===== src/hdl/ldbc_pkg.sv =====
`timescale 1ns / 1ps
// ----------------------------------------------------------------------------
// ldbc_pkg: shared types and helpers for the Lucas divisibility count unit
// Holds the sequencer state type, the divider status bundle and the
// single-bit restoring division step used by the digit splitter.
// ----------------------------------------------------------------------------
package ldbc_pkg;

    localparam int DIGIT_W = 16;
    localparam int FIELD_W = 64;

    localparam logic [DIGIT_W-1:0] RADIX_RESET = 16'd2;
    localparam logic [DIGIT_W-1:0] RADIX_MIN   = 16'd2;

    typedef enum logic [2:0] {
        ST_IDLE,
        ST_DIV,
        ST_DIGIT,
        ST_RD,
        ST_MUL,
        ST_ADD,
        ST_FINISH
    } ldbc_state_t;

    typedef struct packed {
        logic busy;
        logic done;
    } div_stat_t;

    typedef struct packed {
        logic [DIGIT_W-1:0] rem;
        logic               qbit;
    } div_step_t;

    // One restoring division step: shift the next dividend bit into the
    // partial remainder and subtract the divisor if it fits.
    function automatic div_step_t div_step(
        input logic [DIGIT_W-1:0] rem,
        input logic               in_bit,
        input logic [DIGIT_W-1:0] divisor
    );
        logic [DIGIT_W:0] part;
        logic [DIGIT_W:0] diff;
        div_step_t        res;
        part = {rem, in_bit};
        diff = part - {1'b0, divisor};
        if (part >= {1'b0, divisor})
        begin
            res.rem  = diff[DIGIT_W-1:0];
            res.qbit = 1'b1;
        end
        else
        begin
            res.rem  = part[DIGIT_W-1:0];
            res.qbit = 1'b0;
        end
        return res;
    endfunction

endpackage


===== src/hdl/ldbc_divider.sv =====
`timescale 1ns / 1ps
// ----------------------------------------------------------------------------
// ldbc_divider: two-lane bit-serial divider by the radix
// Divides two operands by the same divisor, one quotient bit per cycle,
// giving both quotients and remainders once the last dividend bit is shifted in.
// ----------------------------------------------------------------------------
module ldbc_divider
    import ldbc_pkg::*;
#(
    parameter int WORD_BITS = 64
)
(
    input  logic                 clk,
    input  logic                 rst_n,
    input  logic                 start,
    input  logic [DIGIT_W-1:0]   divisor,
    input  logic [WORD_BITS-1:0] dividend_a,
    input  logic [WORD_BITS-1:0] dividend_b,
    output div_stat_t            stat,
    output logic [WORD_BITS-1:0] quotient_a,
    output logic [WORD_BITS-1:0] quotient_b,
    output logic [DIGIT_W-1:0]   remainder_a,
    output logic [DIGIT_W-1:0]   remainder_b
);

    localparam int STEP_W = $clog2(WORD_BITS);
    localparam logic [STEP_W-1:0] LAST_STEP = STEP_W'(WORD_BITS - 1);

    logic                 busy_reg, busy_next;
    logic                 done_reg, done_next;
    logic [STEP_W-1:0]    step_reg, step_next;
    logic [WORD_BITS-1:0] quo_a_reg, quo_a_next;
    logic [WORD_BITS-1:0] quo_b_reg, quo_b_next;
    logic [DIGIT_W-1:0]   rem_a_reg, rem_a_next;
    logic [DIGIT_W-1:0]   rem_b_reg, rem_b_next;
    div_step_t            lane_a, lane_b;

    assign lane_a = div_step(rem_a_reg, quo_a_reg[WORD_BITS-1], divisor);
    assign lane_b = div_step(rem_b_reg, quo_b_reg[WORD_BITS-1], divisor);

    always_comb
    begin
        busy_next  = busy_reg;
        done_next  = 1'b0;
        step_next  = step_reg;
        quo_a_next = quo_a_reg;
        quo_b_next = quo_b_reg;
        rem_a_next = rem_a_reg;
        rem_b_next = rem_b_reg;
        if (start)
        begin
            busy_next  = 1'b1;
            step_next  = '0;
            quo_a_next = dividend_a;
            quo_b_next = dividend_b;
            rem_a_next = '0;
            rem_b_next = '0;
        end
        else if (busy_reg)
        begin
            // The dividend register shifts out its top bit and takes the new
            // quotient bit at the bottom.
            quo_a_next = {quo_a_reg[WORD_BITS-2:0], lane_a.qbit};
            quo_b_next = {quo_b_reg[WORD_BITS-2:0], lane_b.qbit};
            rem_a_next = lane_a.rem;
            rem_b_next = lane_b.rem;
            step_next  = step_reg + STEP_W'(1);
            if (step_reg == LAST_STEP)
            begin
                busy_next = 1'b0;
                done_next = 1'b1;
            end
        end
    end

    always_ff @(posedge clk or negedge rst_n)
    begin
        if (!rst_n)
        begin
            busy_reg <= 1'b0;
            done_reg <= 1'b0;
            step_reg <= '0;
        end
        else
        begin
            busy_reg <= busy_next;
            done_reg <= done_next;
            step_reg <= step_next;
        end
    end

    always_ff @(posedge clk)
    begin
        quo_a_reg <= quo_a_next;
        quo_b_reg <= quo_b_next;
        rem_a_reg <= rem_a_next;
        rem_b_reg <= rem_b_next;
    end

    assign stat.busy   = busy_reg;
    assign stat.done   = done_reg;
    assign quotient_a  = quo_a_reg;
    assign quotient_b  = quo_b_reg;
    assign remainder_a = rem_a_reg;
    assign remainder_b = rem_b_reg;

endmodule


===== config.mk =====
export PLATFORM = sky130hd
export DESIGN_NAME = ldbc_divider
export DESIGN_NICKNAME = d
export VERILOG_FILES = /design/src/hdl/ldbc_pkg.sv /design/src/hdl/ldbc_divider.sv
export SDC_FILE = /design/constraint.sdc
export NUM_CORES = 1
export LEC_CHECK = 0
export ABC_AREA = 0
export BUFFER_PORTS_ARGS = -buffer_cell sky130_fd_sc_hd__buf_2
export CORE_MARGIN = 3
export CORE_UTILIZATION = 55
export CTS_CLUSTER_DIAMETER = 80
export DETAILED_ROUTE_END_ITERATION = 10
export PLACE_DENSITY = 0.87
export SETUP_SLACK_MARGIN = 0.2
export SLEW_MARGIN = 20
export SYNTH_ARGS = -nofsm -noshare
export SYNTH_HDL_FRONTEND = slang
export SYNTH_SLANG_ARGS = --single-unit

===== constraint.sdc =====
create_clock -name clk -period 8.2 [get_ports clk]
set_input_delay 0.82 -clock clk [delete_from_list [all_inputs] [get_ports clk]]
set_output_delay 0.82 -clock clk [all_outputs]
set_load 0.01 [all_outputs]

* Yosys cells after proc, flatten, opt, wreduce, memory -nomap -nowiden
Cells that the tools add are included.
** Word-level totals
- Register bits :: 168
- Output and inout port bits :: 162
- Word-level logic and storage cells :: 28
** Operators by class
- Multiplexer cells :: 14
- $lt $le $gt $ge :: 2
- Equal/unequal tests :: 1
- Add/subtract/negate cells :: 3
- Reductions and logical operators :: 1
** Operator list (number)
- 64-bit 2-to-1 mux :: 4
- 17-bit by 16-bit >= comparator with 1-bit output :: 2
- 17-bit 2-to-1 mux :: 2
- 16-bit subtractor :: 2
- 6-bit 2-to-1 mux :: 2
- 6-bit by 1-bit adder with 6-bit output (second input constant) :: 1
- 6-bit == test (second input constant) :: 1
- 1-bit 2-to-1 mux :: 6
- 2-bit nonzero test :: 1

* Logic depth before layout (Yosys ltp)
- Depth after elaboration :: 4
- Gate-level depth with buffers :: 11

* Worst setup path before layout
OpenSTA, ideal clock, no wires.
- Path kind :: input-to-reg
- Start :: input start
- End :: register quo_a_reg[0] (netlist: quotient_a[0]) (enable)
- Stages on the path :: 4
- Arrival :: 3832 ps
- Path buffers :: 2
- Setup slack :: 3887 ps
- Library setup time :: 480 ps
- Cells stage by stage :: clkbuf_1 nor2_1 clkbuf_1 inv_1
** On the way
- Word-level cells in the longest chain between the ends :: 1
** RTL lines
- start: declaration :: line ldbc_divider.sv:15 : input logic start,
- 2-bit nonzero test (no source line)
- end signal: assignment :: line ldbc_divider.sv:94 : quo_a_reg <= quo_a_next;
- end: declaration :: line ldbc_divider.sv:32 : logic [WORD_BITS-1:0] quo_a_reg, quo_a_next;
Every way passes these cells.
A chain may end at the register's enable or synchronous reset.

* Worst setup path after layout
- Start :: input start
- End :: register quo_a_reg[1] (netlist: quotient_a[1]) (enable)
Same word-level chain as after synthesis.

==> impl_metrics.tcl <==
set metrics [dict create \
    rows 45 \
    multi_input_area_um2 3914 \
    clk_pin_slew_ns 0.07 \
    portBuffers 308 \
    grt_max_degree 98 \
    ys_warn_count 0 \
    critPathCaptureType "flop" \
    dp_hpwl_um 19110 \
    tns_ns 0 \
    cts_tree "done" \
    max_stage_delay_ns 0.77 \
    r2r_cells 7 \
    dpl_cell_area_um2 10550 \
    ir_drop_v 0.0001615 \
    synthMuxAreaShare_pct 18.73 \
    slew_headroom_pct 34.79 \
    syn-num-nets 889 \
    drc_errors 0 \
    drtIter0Drc 550 \
    via_per_inst 5.753 \
    vias 7094 \
    firstDrtPassIters 6 \
    antenna_found_initial 8 \
    worstPathRequired_ns 8.26 \
    synth_area_per_cell_um2 12.52 \
    die_y_um 132.9 \
    worst-slew-pin-transition_ns 0.9762 \
    maxCapViolCount 0 \
    hold_path_class "in2async" \
    drive_gt1_share_pct 48.28 \
    postCtsResizedCells 0 \
    cts_buffer_depth 2 \
    cts_root_buffer "clkbuf_16" \
    p_leak_nw 4.885 \
    synth_cell_types 63 \
    power_density_nw_per_um2 240.8 \
    setup.worst_path.class "in2reg" \
    post_cts_buffers 0 \
    fin_area_um2 11130 \
    final_max_slew_viol_count 0 \
    synthXorXnorAreaFrac_pct 2.474 \
    start_util_pct 57.16 \
    finalHoldViolCount 0 \
    track_usage_pct 28.62 \
    synth_edf_count 128 \
    syn2layout_area_growth_pct 25.75 \
    core_um2 15480 \
    cts_buffers 17 \
    setup_viol 0 \
    dieArea_um2 17650 \
    clk_latency_ns 0.43 \
    netlist_instances 707 \
    seqCellArea_um2 4684 \
    rsz0062_at_grt "no" \
    die_w_um 132.9 \
    critPathArrivalTime_ns 3.13 \
    fillers 1079 \
    synth_compound_area_share_pct 10.01 \
    grt_pass1_vias 7079 \
    h-tree-depth 4 \
    ys_seq_elements 168 \
    ys_seq_area_share_pct 52.93 \
    synth_simple_gate_area_share_pct 7.889 \
    status "complete, no violations" \
    cpMaxStageDelayCell "buf_4" \
    synthAdderAreaFrac_pct 5.118 \
    synth-main-ff-cell "edfxtp_1" \
    async_reset_ff_share_pct 4.762 \
    ant_nets 0 \
    period_needed_ns 3.067 \
    finClkSkew_ns 0.009364 \
    grt_first_pass_wirelength_um 38770 \
    clock-sinks 168 \
    cp_cell_sequence "buf_6, nor2_1, inv_4, buf_4" \
    final_nets 1186 \
    drt-wirelength-per-cell_um 20.88 \
    min_period_over_period_pct 37.41 \
    netlist_area_um2 8850 \
    postCtsHoldBufs 0 \
    fmax_ghz 0.3260 \
    grt_remaining_overflow 0 \
    ios 309 \
    wl_um 25750 \
    gp_congestion 0.9636 \
    worst-path-max-fanout 97 \
    synth_top_family_by_area "multiplexers" \
    cp-start-kind "input port" \
]
## Yosys cell counts, drive strengths merged (4+ instances only)
cell    instances  area (um2)
ha             33       412.9
a211oi          9       72.57
a21o            8       61.31
nor3            8       45.04
nor2           34       135.1
mux2i          19       190.2
nand2b          4       25.02
nand4           8       50.05
o21ai          30       150.1
nor2b           6       37.54
o21a            6       45.04
buf             9       52.55
xnor2          14       122.6
nand2          45       173.9
o311ai          4       35.03
dfrtp           8       200.2
o31ai           4       30.03
dfxtp          32       640.6
edfxtp        128        3844
mux2          130        1468
a311oi          5       43.79
a32oi           4       35.03
clkbuf         25       93.84
a21oi          28       143.9
inv            28       105.1
xor2           11       96.34
nand3          16       85.08
## placed cells by master, fill, tap and decap left out, drive strengths merged, types with 28 or more instances in the layout
cell type,instances
a21oi,28
buf,312
dfxtp,32
edfxtp,128
ha,33
inv,34
mux2,130
nand2,45
nor2,34
o21ai,30
## critical path, delay by kind of cell
kind | cells | cell delay (ns)
and+or+nand+nor | 1 | 0.20
buffers and inverters | 3 | 2.01
## per-stage QoR
step / total power, mW / utilization (%) / hold slack, ns / setup WS [ns] / std cells
2_1_floorplan: 1.640 / - / 0.4892 / 3.887 / 707
3_3_place_gp: 1.884 / 68.12 / 0.4698 / 4.685 / 1196
3_5_place_dp: 1.903 / 68.12 / 0.4899 / 4.654 / 1196
4_1_cts: 2.686 / 71.79 / 0.2187 / 5.121 / 1228
5_1_grt: 2.806 / 71.85 / 0.2219 / 4.920 / 1232
6_report: 2.680 / 71.87 / 0.2174 / 5.133 / 1233
## cells by family (layout without fill, tap and decap cells)
family / count (synthesis) / count (layout)
fa+ha+maj: 35 / 35
compound gates: 126 / 126
buf+inv: 62 / 372
mux: 149 / 149
other cells: 0 / 5
xor+xnor: 25 / 25
flops: 168 / 168
simple gates: 142 / 142
## power by group
group	internal [mW]	switching [mW]	total, mW	leakage [nW]
Sequential	1.04	0.0903	1.13	1.72
Combinational	0.360	0.410	0.769	2.89
Clock	0.426	0.355	0.781	0.276
Total	1.82	0.855	2.68	4.89
## path summary, 6_finish.rpt
path,endpoint,from,slack (ns)
setup reg to reg,remainder_a[0],remainder_a[7],5.43
setup / recovery,quotient_a[1],start,5.13
max in group asynchronous,step_reg[0],rst_n,7.80
hold reg to reg,remainder_a[15],remainder_a[15],0.49
hold / removal,done_reg,rst_n,0.22
min in group clk,remainder_a[15],remainder_a[15],0.49
## layout make-up
class | instances | area share, %
sequential | 168 | 42.10
multi-input combinational | 477 | 35.17
timing repair buffer | 312 | 14.18
clock buffer | 18 | 3.857
tap | 211 | 2.372
clock inverter | 14 | 1.248
inverter | 28 | 0.9669
antenna | 5 | 0.1124
## metal layers
metal | routed length [um] | up-vias | global-route usage, %
li1 | - | 3278 | -
met1 | 9522 | 3423 | 33.54
met2 | 13190 | 320 | 48.93
met3 | 2204 | 63 | 8.821
met4 | 762 | 10 | 11.66
met5 | 67 | - | 0
Power figures use the tool's default switching activity.
